<file path="config.mk">
export PLATFORM = sky130hd
export DESIGN_NAME = motorola_turnout_decoder_top
export DESIGN_NICKNAME = d
export VERILOG_FILES = /design/src/hdl/mtd_pkg.sv /design/src/hdl/motorola_turnout_decoder_top.sv /design/src/hdl/mtd_core.sv /design/src/hdl/mtd_out_buf.sv
export VERILOG_INCLUDE_DIRS = /design/src /design/src/hdl
export SDC_FILE = /design/constraint.sdc
export NUM_CORES = 1
export LEC_CHECK = 0
export ABC_AREA = 1
export BUFFER_PORTS_ARGS = -buffer_cell sky130_fd_sc_hd__buf_2
export CELL_PAD_IN_SITES_DETAIL_PLACEMENT = 0
export CELL_PAD_IN_SITES_GLOBAL_PLACEMENT = 1
export CORE_AREA = 2 2 167 169
export CTS_CLUSTER_DIAMETER = 50
export CTS_CLUSTER_SIZE = 25
export DETAILED_ROUTE_END_ITERATION = 8
export DIE_AREA = 0 0 169 171
export GPL_TIMING_DRIVEN = 0
export PLACE_DENSITY_LB_ADDON = 0.1
export SYNTH_ARGS = -nofsm -noshare
export SYNTH_HDL_FRONTEND = slang
export SYNTH_SLANG_ARGS = --single-unit
export TNS_END_PERCENT = 20
</file>
<file path="constraint.sdc">
create_clock -name clk -period 3.9 [get_ports clk]
set_clock_uncertainty 0.15 [all_clocks]
set_input_delay 0.195 -clock clk [delete_from_list [all_inputs] [get_ports clk]]
set_output_delay 0.195 -clock clk [all_outputs]
set_load 0.01 [all_outputs]
</file>
<file path="src/hdl/motorola_turnout_decoder_top_macros.svh">
// ----------------------------------------------------------------------------
// motorola turnout decoder assertion macros
// shared concurrent assertion forms, clocked on clk and disabled in reset
// ----------------------------------------------------------------------------
`ifndef MOTOROLA_TURNOUT_DECODER_TOP_MACROS_SVH
`define MOTOROLA_TURNOUT_DECODER_TOP_MACROS_SVH

`ifndef ASSERT_OFF
`define MTD_ASSERT_ALWAYS(lbl, expr, msg) \
  lbl: assert property (@(posedge clk) disable iff (!rst_n) (expr)) else $error(msg);
`define MTD_ASSERT_IMPL(lbl, ante, cons, msg) \
  lbl: assert property (@(posedge clk) disable iff (!rst_n) (ante) |-> (cons)) else $error(msg);
`define MTD_ASSERT_NEXT(lbl, ante, cons, msg) \
  lbl: assert property (@(posedge clk) disable iff (!rst_n) (ante) |=> (cons)) else $error(msg);
`else
`define MTD_ASSERT_ALWAYS(lbl, expr, msg)
`define MTD_ASSERT_IMPL(lbl, ante, cons, msg)
`define MTD_ASSERT_NEXT(lbl, ante, cons, msg)
`endif

`endif

</file>
<file path="src/hdl/mtd_pkg.sv">
// ----------------------------------------------------------------------------
// mtd_pkg
// types, constants and helpers shared by the turnout decoder modules
// ----------------------------------------------------------------------------
package mtd_pkg;

  localparam int COUNT_WIDTH = 16;
  localparam int TICK_WIDTH  = 16;
  localparam int CMP_WIDTH   = (COUNT_WIDTH > TICK_WIDTH) ? COUNT_WIDTH : TICK_WIDTH;

  localparam logic [4:0] LAST_BIT     = 5'd17;
  localparam logic [4:0] FUNC_LSB     = 5'd8;
  localparam logic [4:0] DATA_LSB     = 5'd10;
  localparam logic [1:0] SAMPLE_DELAY = 2'd3;
  localparam logic [6:0] LOW_LIMIT    = 7'd120;

  localparam logic [7:0] ADDR_RESET    = 8'd127;
  localparam logic [2:0] SWITCH_RESET  = 3'd7;
  localparam logic [15:0] PULSE_RESET  = 16'd20000;
  localparam logic [15:0] LOCK_RESET   = 16'd20000;

  typedef enum logic [1:0] {
    REG_ADDRESS = 2'd0,
    REG_SWITCH  = 2'd1,
    REG_PULSE   = 2'd2,
    REG_LOCKOUT = 2'd3
  } cfg_reg_t;

  typedef struct packed {
    logic [7:0]            address;
    logic [2:0]            switches;
    logic [TICK_WIDTH-1:0] pulse_ticks;
    logic [TICK_WIDTH-1:0] lockout_ticks;
  } cfg_t;

  typedef struct packed {
    logic done;
    logic pkt_b;
    logic pkt_a;
    logic waiting;
    logic start;
  } rx_t;

  typedef struct packed {
    logic coil_straight;
    logic coil_diverge;
    logic pulse_active;
    logic lockout_active;
    logic address_valid;
    logic function_set;
  } result_t;

  // each bit of the turnout number becomes a pair of equal bits
  function automatic logic [7:0] pair_code(input logic [2:0] num);
    return {2'b00, num[2], num[2], num[1], num[1], num[0], num[0]};
  endfunction

endpackage

</file>
<file path="src/hdl/motorola_turnout_decoder_top.sv">
// ----------------------------------------------------------------------------
// motorola_turnout_decoder_top
// accessory packet decoder driving a pair of turnout coils
// ----------------------------------------------------------------------------
// One sample tick is taken per clock cycle while in_stall is low. Each
// accepted item updates the receiver, the pair check and the coil timers,
// and its result (the state after that tick) is registered in the output
// register, or in the skid stage while the output is stalled. A skid stage
// behind the output register holds one more result, so in_stall rises only
// once two results are waiting. Configuration writes are always taken
// (cfg_ready is high) and should be made while no item is in flight.
// ----------------------------------------------------------------------------
module motorola_turnout_decoder_top import mtd_pkg::*; (
  input  logic        clk,
  input  logic        rst_n,
  input  logic        in_valid,
  output logic        in_stall,
  input  logic        in_rising_edge,
  input  logic        in_line_level,
  output logic        out_valid,
  input  logic        out_stall,
  output logic        out_coil_straight,
  output logic        out_coil_diverge,
  output logic        out_pulse_active,
  output logic        out_lockout_active,
  output logic        out_address_valid,
  output logic        out_function_set,
  input  logic        cfg_valid,
  output logic        cfg_ready,
  input  logic [1:0]  cfg_index,
  input  logic [15:0] cfg_data
);

  cfg_t    cfg_r;
  result_t core_res;
  result_t buf_res;
  logic    step;

  assign cfg_ready = 1'b1;
  assign step      = in_valid && !in_stall;

  always_ff @(posedge clk) begin
    if (!rst_n) begin
      cfg_r.address       <= ADDR_RESET;
      cfg_r.switches      <= SWITCH_RESET;
      cfg_r.pulse_ticks   <= PULSE_RESET;
      cfg_r.lockout_ticks <= LOCK_RESET;
    end else if (cfg_valid && cfg_ready) begin
      unique case (cfg_reg_t'(cfg_index))
        REG_ADDRESS: cfg_r.address       <= cfg_data[7:0];
        REG_SWITCH:  cfg_r.switches      <= cfg_data[2:0];
        REG_PULSE:   cfg_r.pulse_ticks   <= cfg_data[TICK_WIDTH-1:0];
        REG_LOCKOUT: cfg_r.lockout_ticks <= cfg_data[TICK_WIDTH-1:0];
        default:     cfg_r               <= cfg_r;
      endcase
    end
  end

  mtd_core u_core (
    .clk         (clk),
    .rst_n       (rst_n),
    .step        (step),
    .rising_edge (in_rising_edge),
    .line_level  (in_line_level),
    .cfg         (cfg_r),
    .res         (core_res)
  );

  mtd_out_buf u_out_buf (
    .clk       (clk),
    .rst_n     (rst_n),
    .in_valid  (in_valid),
    .in_stall  (in_stall),
    .in_res    (core_res),
    .out_valid (out_valid),
    .out_stall (out_stall),
    .out_res   (buf_res)
  );

  assign out_coil_straight  = buf_res.coil_straight;
  assign out_coil_diverge   = buf_res.coil_diverge;
  assign out_pulse_active   = buf_res.pulse_active;
  assign out_lockout_active = buf_res.lockout_active;
  assign out_address_valid  = buf_res.address_valid;
  assign out_function_set   = buf_res.function_set;

endmodule

</file>
<file path="src/hdl/mtd_core.sv">
// ----------------------------------------------------------------------------
// mtd_core
// packet receiver, pair check and coil timers, one sample tick per item
// ----------------------------------------------------------------------------
`include "motorola_turnout_decoder_top_macros.svh"

module mtd_core import mtd_pkg::*; (
  input  logic    clk,
  input  logic    rst_n,
  input  logic    step,
  input  logic    rising_edge,
  input  logic    line_level,
  input  cfg_t    cfg,
  output result_t res
);

  rx_t                    rx_r, rx_nxt;
  logic [1:0]             delay_r, delay_nxt;
  logic [4:0]             bitpos_r, bitpos_nxt;
  logic [7:0]             addr_a_r, addr_a_nxt, addr_b_r, addr_b_nxt;
  logic [1:0]             func_a_r, func_a_nxt, func_b_r, func_b_nxt;
  logic [7:0]             data_a_r, data_a_nxt, data_b_r, data_b_nxt;
  logic [6:0]             low_r, low_nxt;
  logic                   pulse_r, pulse_nxt, lock_r, lock_nxt;
  logic                   straight_r, straight_nxt, diverge_r, diverge_nxt;
  logic [COUNT_WIDTH-1:0] pcount_r, pcount_nxt, lcount_r, lcount_nxt;
  logic                   avalid_r, avalid_nxt, fset_r, fset_nxt;

  logic       tick_ok;
  logic       pair_match;
  logic [4:0] func_ofs;
  logic [4:0] data_ofs;

  always_comb begin
    rx_nxt       = rx_r;
    delay_nxt    = delay_r;
    bitpos_nxt   = bitpos_r;
    addr_a_nxt   = addr_a_r;
    addr_b_nxt   = addr_b_r;
    func_a_nxt   = func_a_r;
    func_b_nxt   = func_b_r;
    data_a_nxt   = data_a_r;
    data_b_nxt   = data_b_r;
    low_nxt      = low_r;
    pulse_nxt    = pulse_r;
    lock_nxt     = lock_r;
    straight_nxt = straight_r;
    diverge_nxt  = diverge_r;
    pcount_nxt   = pcount_r;
    lcount_nxt   = lcount_r;
    avalid_nxt   = avalid_r;
    fset_nxt     = fset_r;
    tick_ok      = 1'b1;
    pair_match   = 1'b0;

    // edge handling
    if (rising_edge) begin
      if (rx_r == '0) begin
        rx_nxt         = '0;
        rx_nxt.start   = 1'b1;
        rx_nxt.waiting = 1'b1;
        rx_nxt.pkt_a   = 1'b1;
        bitpos_nxt     = '0;
      end else begin
        rx_nxt.waiting = 1'b1;
      end
      low_nxt   = '0;
      delay_nxt = '0;
    end

    // field offsets of the bit about to be stored
    func_ofs = bitpos_nxt - FUNC_LSB;
    data_ofs = bitpos_nxt - DATA_LSB;

    // coil pulse and lockout
    if (pulse_nxt) begin
      if (CMP_WIDTH'(pcount_r) > CMP_WIDTH'(cfg.pulse_ticks)) begin
        pulse_nxt    = 1'b0;
        straight_nxt = 1'b0;
        diverge_nxt  = 1'b0;
        lock_nxt     = 1'b1;
        lcount_nxt   = '0;
      end else begin
        pcount_nxt = COUNT_WIDTH'(pcount_r + 1'b1);
      end
    end
    if (lock_nxt) begin
      if (CMP_WIDTH'(lcount_nxt) > CMP_WIDTH'(cfg.lockout_ticks)) begin
        lock_nxt = 1'b0;
      end else begin
        lcount_nxt = COUNT_WIDTH'(lcount_nxt + 1'b1);
      end
    end

    // bit sampling
    if (rx_nxt.waiting) begin
      delay_nxt = delay_nxt + 2'd1;
      if (delay_nxt == SAMPLE_DELAY) begin
        rx_nxt.waiting = 1'b0;
        if (bitpos_nxt < FUNC_LSB) begin
          if (rx_nxt.pkt_a) addr_a_nxt[bitpos_nxt[2:0]] = line_level;
          if (rx_nxt.pkt_b) addr_b_nxt[bitpos_nxt[2:0]] = line_level;
        end else if (bitpos_nxt < DATA_LSB) begin
          if (rx_nxt.pkt_a) func_a_nxt[func_ofs[0]] = line_level;
          if (rx_nxt.pkt_b) func_b_nxt[func_ofs[0]] = line_level;
        end else if (bitpos_nxt <= LAST_BIT) begin
          if (rx_nxt.pkt_a) data_a_nxt[data_ofs[2:0]] = line_level;
          if (rx_nxt.pkt_b) data_b_nxt[data_ofs[2:0]] = line_level;
        end
        if (bitpos_nxt < LAST_BIT) begin
          bitpos_nxt = bitpos_nxt + 5'd1;
        end else if (rx_nxt.pkt_a) begin
          rx_nxt.pkt_a = 1'b0;
          rx_nxt.pkt_b = 1'b1;
          bitpos_nxt   = '0;
        end else if (rx_nxt.pkt_b) begin
          // pair check
          pair_match = (addr_a_nxt != '0) && (func_a_nxt == func_b_nxt) &&
                       (data_a_nxt == data_b_nxt) && (addr_a_nxt == addr_b_nxt);
          if (!pair_match) begin
            avalid_nxt = 1'b0;
            rx_nxt     = '0;
            tick_ok    = 1'b0;
          end else if (addr_b_nxt != cfg.address) begin
            rx_nxt  = '0;
            tick_ok = 1'b0;
          end else begin
            avalid_nxt = 1'b1;
            fset_nxt   = (func_b_nxt != '0);
            if ((data_b_nxt == pair_code(~cfg.switches)) && !lock_nxt && !pulse_nxt) begin
              pulse_nxt    = 1'b1;
              pcount_nxt   = '0;
              diverge_nxt  = fset_nxt;
              straight_nxt = !fset_nxt;
            end
            rx_nxt.done = 1'b1;
          end
        end
      end
    end

    // long low resets the receiver
    if (tick_ok && !line_level) begin
      if (low_nxt < LOW_LIMIT) begin
        low_nxt = low_nxt + 7'd1;
      end else begin
        low_nxt = '0;
        rx_nxt  = '0;
      end
    end
  end

  assign res.coil_straight  = straight_nxt;
  assign res.coil_diverge   = diverge_nxt;
  assign res.pulse_active   = pulse_nxt;
  assign res.lockout_active = lock_nxt;
  assign res.address_valid  = avalid_nxt;
  assign res.function_set   = fset_nxt;

  always_ff @(posedge clk) begin
    if (!rst_n) begin
      rx_r       <= '0;
      delay_r    <= '0;
      bitpos_r   <= '0;
      addr_a_r   <= '0;
      addr_b_r   <= '0;
      func_a_r   <= '0;
      func_b_r   <= '0;
      data_a_r   <= '0;
      data_b_r   <= '0;
      low_r      <= '0;
      pulse_r    <= 1'b0;
      lock_r     <= 1'b0;
      straight_r <= 1'b0;
      diverge_r  <= 1'b0;
      pcount_r   <= '0;
      lcount_r   <= '0;
      avalid_r   <= 1'b0;
      fset_r     <= 1'b0;
    end else if (step) begin
      rx_r       <= rx_nxt;
      delay_r    <= delay_nxt;
      bitpos_r   <= bitpos_nxt;
      addr_a_r   <= addr_a_nxt;
      addr_b_r   <= addr_b_nxt;
      func_a_r   <= func_a_nxt;
      func_b_r   <= func_b_nxt;
      data_a_r   <= data_a_nxt;
      data_b_r   <= data_b_nxt;
      low_r      <= low_nxt;
      pulse_r    <= pulse_nxt;
      lock_r     <= lock_nxt;
      straight_r <= straight_nxt;
      diverge_r  <= diverge_nxt;
      pcount_r   <= pcount_nxt;
      lcount_r   <= lcount_nxt;
      avalid_r   <= avalid_nxt;
      fset_r     <= fset_nxt;
    end
  end

  `MTD_ASSERT_ALWAYS(a_one_coil, !(straight_r && diverge_r), "both coils driven")
  `MTD_ASSERT_IMPL(a_coil_in_pulse, straight_r || diverge_r, pulse_r, "coil on outside pulse")
  `MTD_ASSERT_ALWAYS(a_pulse_lock_excl, !(pulse_r && lock_r), "pulse and lockout overlap")
  `MTD_ASSERT_ALWAYS(a_bitpos_range, bitpos_r <= LAST_BIT, "bit position out of range")

endmodule

</file>
<file path="src/hdl/mtd_out_buf.sv">
// ----------------------------------------------------------------------------
// mtd_out_buf
// result register with a skid stage so the input side keeps moving
// ----------------------------------------------------------------------------
`include "motorola_turnout_decoder_top_macros.svh"

module mtd_out_buf import mtd_pkg::*; (
  input  logic    clk,
  input  logic    rst_n,
  input  logic    in_valid,
  output logic    in_stall,
  input  result_t in_res,
  output logic    out_valid,
  input  logic    out_stall,
  output result_t out_res
);

  logic    out_valid_r;
  logic    skid_valid_r;
  result_t out_res_r;
  result_t skid_res_r;
  logic    accept;

  assign in_stall  = skid_valid_r;
  assign accept    = in_valid && !skid_valid_r;
  assign out_valid = out_valid_r;
  assign out_res   = out_res_r;

  always_ff @(posedge clk) begin
    if (!rst_n) begin
      out_valid_r  <= 1'b0;
      skid_valid_r <= 1'b0;
    end else if (out_valid_r && out_stall) begin
      if (accept) begin
        skid_valid_r <= 1'b1;
        skid_res_r   <= in_res;
      end
    end else if (skid_valid_r) begin
      out_valid_r  <= 1'b1;
      out_res_r    <= skid_res_r;
      skid_valid_r <= 1'b0;
    end else begin
      out_valid_r <= accept;
      if (accept) begin
        out_res_r <= in_res;
      end
    end
  end

  `MTD_ASSERT_IMPL(a_skid_behind_out, skid_valid_r, out_valid_r, "skid item with empty output")
  `MTD_ASSERT_NEXT(a_skid_fill, out_valid_r && out_stall && accept, skid_valid_r,
                   "stalled item not parked")

endmodule

</file>
==> metrics.md <==
| Metric | Value |
|---|---|
| Maximum fanout along the worst path | `6` |
| Die footprint | `0.0289 mm²` |
| Number of nets in the synthesized netlist | `1441` |
| Leading cell type in the layout, fill and taps excluded | `nand2_1` |
| Most frequent cell on the critical path | `nand2_4` |
| Cell area after technology mapping | `0.00940 mm²` |
| Register bit total from synthesis | `150` |
| Routed via count | `9370` |
| Dominant synthesized flop cell | `dfxtp_1` |
| Static Leakage | `5.19 nW` |
| Final period utilization | `109%` |
| Commonest cells after routing, fill and taps aside | `295 x nand2_1, 157 x inv_1, 126 x dfxtp_1` |
| Transition at the pin with the smallest max-transition slack | `1.02 ns` |
| Arrival time of the worst setup path | `4.41 ns` |
| Inserted Clock Buffers | `17` |
| Slew Limit Fails | `0` |
| Cell count after synthesis | `1378` |
| Post-route insts no fill | `1836` |
| Routability Congestion | `0.899` |
| Post-synthesis sequential area ratio | `33.2%` |
| Fin nets | `1540` |
| Maximum clock frequency | `234 MHz` |
| Global-route wire length before repair | `50700 µm` |
| Rows | `61` |
| TritonCTS clock tree | `yes` |
| Core Region | `0.0273 mm²` |
| Final setup violation count | `33` |
| Library cell contributing the largest single delay on the critical path | `nor4_4` |
| Clock Sink Count | `150` |
| Setup repair after global routing missed its margin | `yes` |
| Number of design rule violations left after detail routing | `0` |
| Antenna cells | `0` |
| Clk buf depth | `2` |
| Number of ports placed on the die boundary | `34` |
| Total instance count after detailed placement | `1754` |
| Routed wire length | `32500 µm` |
| Placed wire-length estimate after detailed placement | `23900 µm` |
| Antenna-violating nets left | `0` |
| Power density of the placed cells | `337 mW/mm²` |
| GRT Overall Usage | `23.1%` |
| Hold slack | `0.0384 ns` |
| Worst endpoint required time | `4.04 ns` |
| Max IR drop VDD | `0.188 mV` |
| Worst slew margin | `32.0%` |
| Die height | `171 µm` |
| Via count normalized by instance count | `5.10` |
| Type of destination of the critical path | `register` |
| Fin. Hold Viols | `0` |
| IO buf count | `30` |
| Die span in x | `169 µm` |
| Max-capacitance violation count | `0` |
| Post-synth EDFFs | `12` |
| Initial Utilization | `34.4%` |
| Worst Setup Path Type | `reg2reg` |
| Largest net degree at the start of global routing | `17` |
| Proportion of layout cells with a drive suffix above 1 | `20.4%` |
| Initial antenna violation count | `0` |
| Depth of the CTS H-tree | `4` |
| Post-layout minimum cycle time | `4.27 ns` |
| Outcome | `finished, violations left` |
| Gr ovfl total | `0` |
| Later-pin clock latency in the skew report | `0.44 ns` |
| Top cells by area in the synthesized netlist | `dfxtp_1 29%, nand2_1 13%, inv_1 7.1%, a21oi_1 6.1%, nand3_1 5.8%` |
| Avg Inst Size Synth | `6.82 µm²` |
| CTS root buf | `clkbuf_16` |
| Vias in the first global route | `9070` |
| Post-synthesis cell type count | `56` |
| Violated checks | `negative setup slack` |
| Pre-Repair DR Iteration Count | `5` |
| Kind of start point of the critical path | `register` |
| Post-placement setup slack | `-1.76 ns` |
| CP max stage delay | `0.34 ns` |
| Total of warnings raised by yosys | `0` |
| Total power | `3.96 mW` |
| Cell type with the highest aggregate area in the netlist | `dfxtp_1` |
| Yosys top cell area share | `29.4%` |
| Final worst-path setup slack | `-0.367 ns` |
| Filler instances | `2910` |
| Post-DR wirelength/cell | `17.7 µm` |
| Area added between synthesis and finish | `25.1%` |
| Worst hold-check path type | `in2reg` |
| Clock Pin Slew Worst Setup and Hold Paths | `0.06 ns` |
| Async set or reset register ratio after synthesis | `0%` |
| Starting DRT DRC Count | `623` |
## cells by family after synthesis
group,share of synthesized area (%)
compound gates,14.9
xor+xnor,2.33
fa+ha+maj,5.06
buf+inv,11.3
flops,33.2
mux,0.106
other cells,0.0399
simple gates,33.1
## metrics by stage
step                      TNS (ns)  util, %  instance area (µm²)
after floorplan                  0        -                 9410
after global placement      -63.49     36.6                 9990
final                        -8.21     43.0                11800
after CTS                    -7.25     41.7                11400
after detailed placement    -63.04     36.6                 9990
after global routing        -15.38     43.0                11800
## worst max-delay path: cells and delay by family, from the launching register on
family | cells | cell delay (ns)
flops | 1 | 0.32
fa+ha+maj | 2 | 0.52
buf+inv | 7 | 0.81
simple gates | 19 | 2.28
## final timing paths
check / cells past startpoint / endpoint / slack, ns / start
min reg2reg: 2 / cfg_r[19] / 0.31 / cfg_r[19]
max reg2reg: 28 / u_core.pcount_r[9] / -0.37 / cfg_r[29]
max: 28 / u_core.pcount_r[9] / -0.37 / cfg_r[29]
min: 4 / cfg_r[16] / 0.04 / cfg_index[0]
## what timing repair did
action / CTS / global route
endpoints found under the hold margin: 35 / 0
pin swaps: 28 / 23
gates cloned: 3 / 0
resized for setup: 94 / 70
endpoints found under the setup margin: 50 / 57
hold buffers: 19 / 0
setup buffers: 15 / 14
## report_power, final
group          internal [mW]  total (mW)  leakage (nW)  switching (mW)
Sequential              1.60        1.63          1.24          0.0256
Clock                   1.08        1.80         0.306           0.714
Combinational          0.176       0.537          3.64           0.361
Total                   2.86        3.96          5.19            1.10
## cell type report
type	instances	area [µm²]	area share [%]
inverter	194	746	6.34
buffer	60	370	3.15
clock buffer	22	485	4.13
clock inverter	10	143	1.21
timing repair buffer	80	667	5.67
tap	346	433	3.68
sequential	150	3150	26.7
multi-input combinational	974	5770	49.1
## routing by layer
layer	track usage [%]	vias up	part of all wire, %
li1	-	4726	-
met1	29.9	4410	47
met2	39.7	188	48
met3	2.52	46	2.9
met4	8.44	0	2.7
met5	0	-	0
## state kept, by name, indices dropped and copies added (netlist names), 2 cells and up
signal	count
u_core.low_r	7
u_core.func_b_r	2
cfg_r	43
u_core.data_b_r	8
u_core.rx_r	5
u_core.lcount_r	16
u_core.func_a_r	2
u_core.addr_b_r	8
u_out_buf.skid_res_r	6
u_core.data_a_r	8
u_core.bitpos_r	5
u_core.addr_a_r	8
u_core.pcount_r	16
u_out_buf.out_res	6
u_core.delay_r	2
## cells in the mapped netlist (3+ instances only)
cell      count
nand2_1     324
nand4_1      38
dfxtp_1     138
edfxtp_1     12
nand2_2      11
o21a_1        3
clkbuf_1     40
buf_4         3
buf_12        3
ha_1         38
nor3_1       23
o21ai_0      99
nand3_4       3
o21ai_2       5
or2_2         4
nor2_1       96
nor2_4        3
nand2_4       4
nor3_2        8
a21oi_1     114
o21ai_1       4
inv_2        12
buf_2         8
nor4_1        6
nor2_2       13
nand4_2       4
o211ai_1     12
inv_1       179
nand3_2       5
nand3_1     109
xnor2_1       3
xor2_1       22
Note: power is estimated with default switching activity, not from simulation.
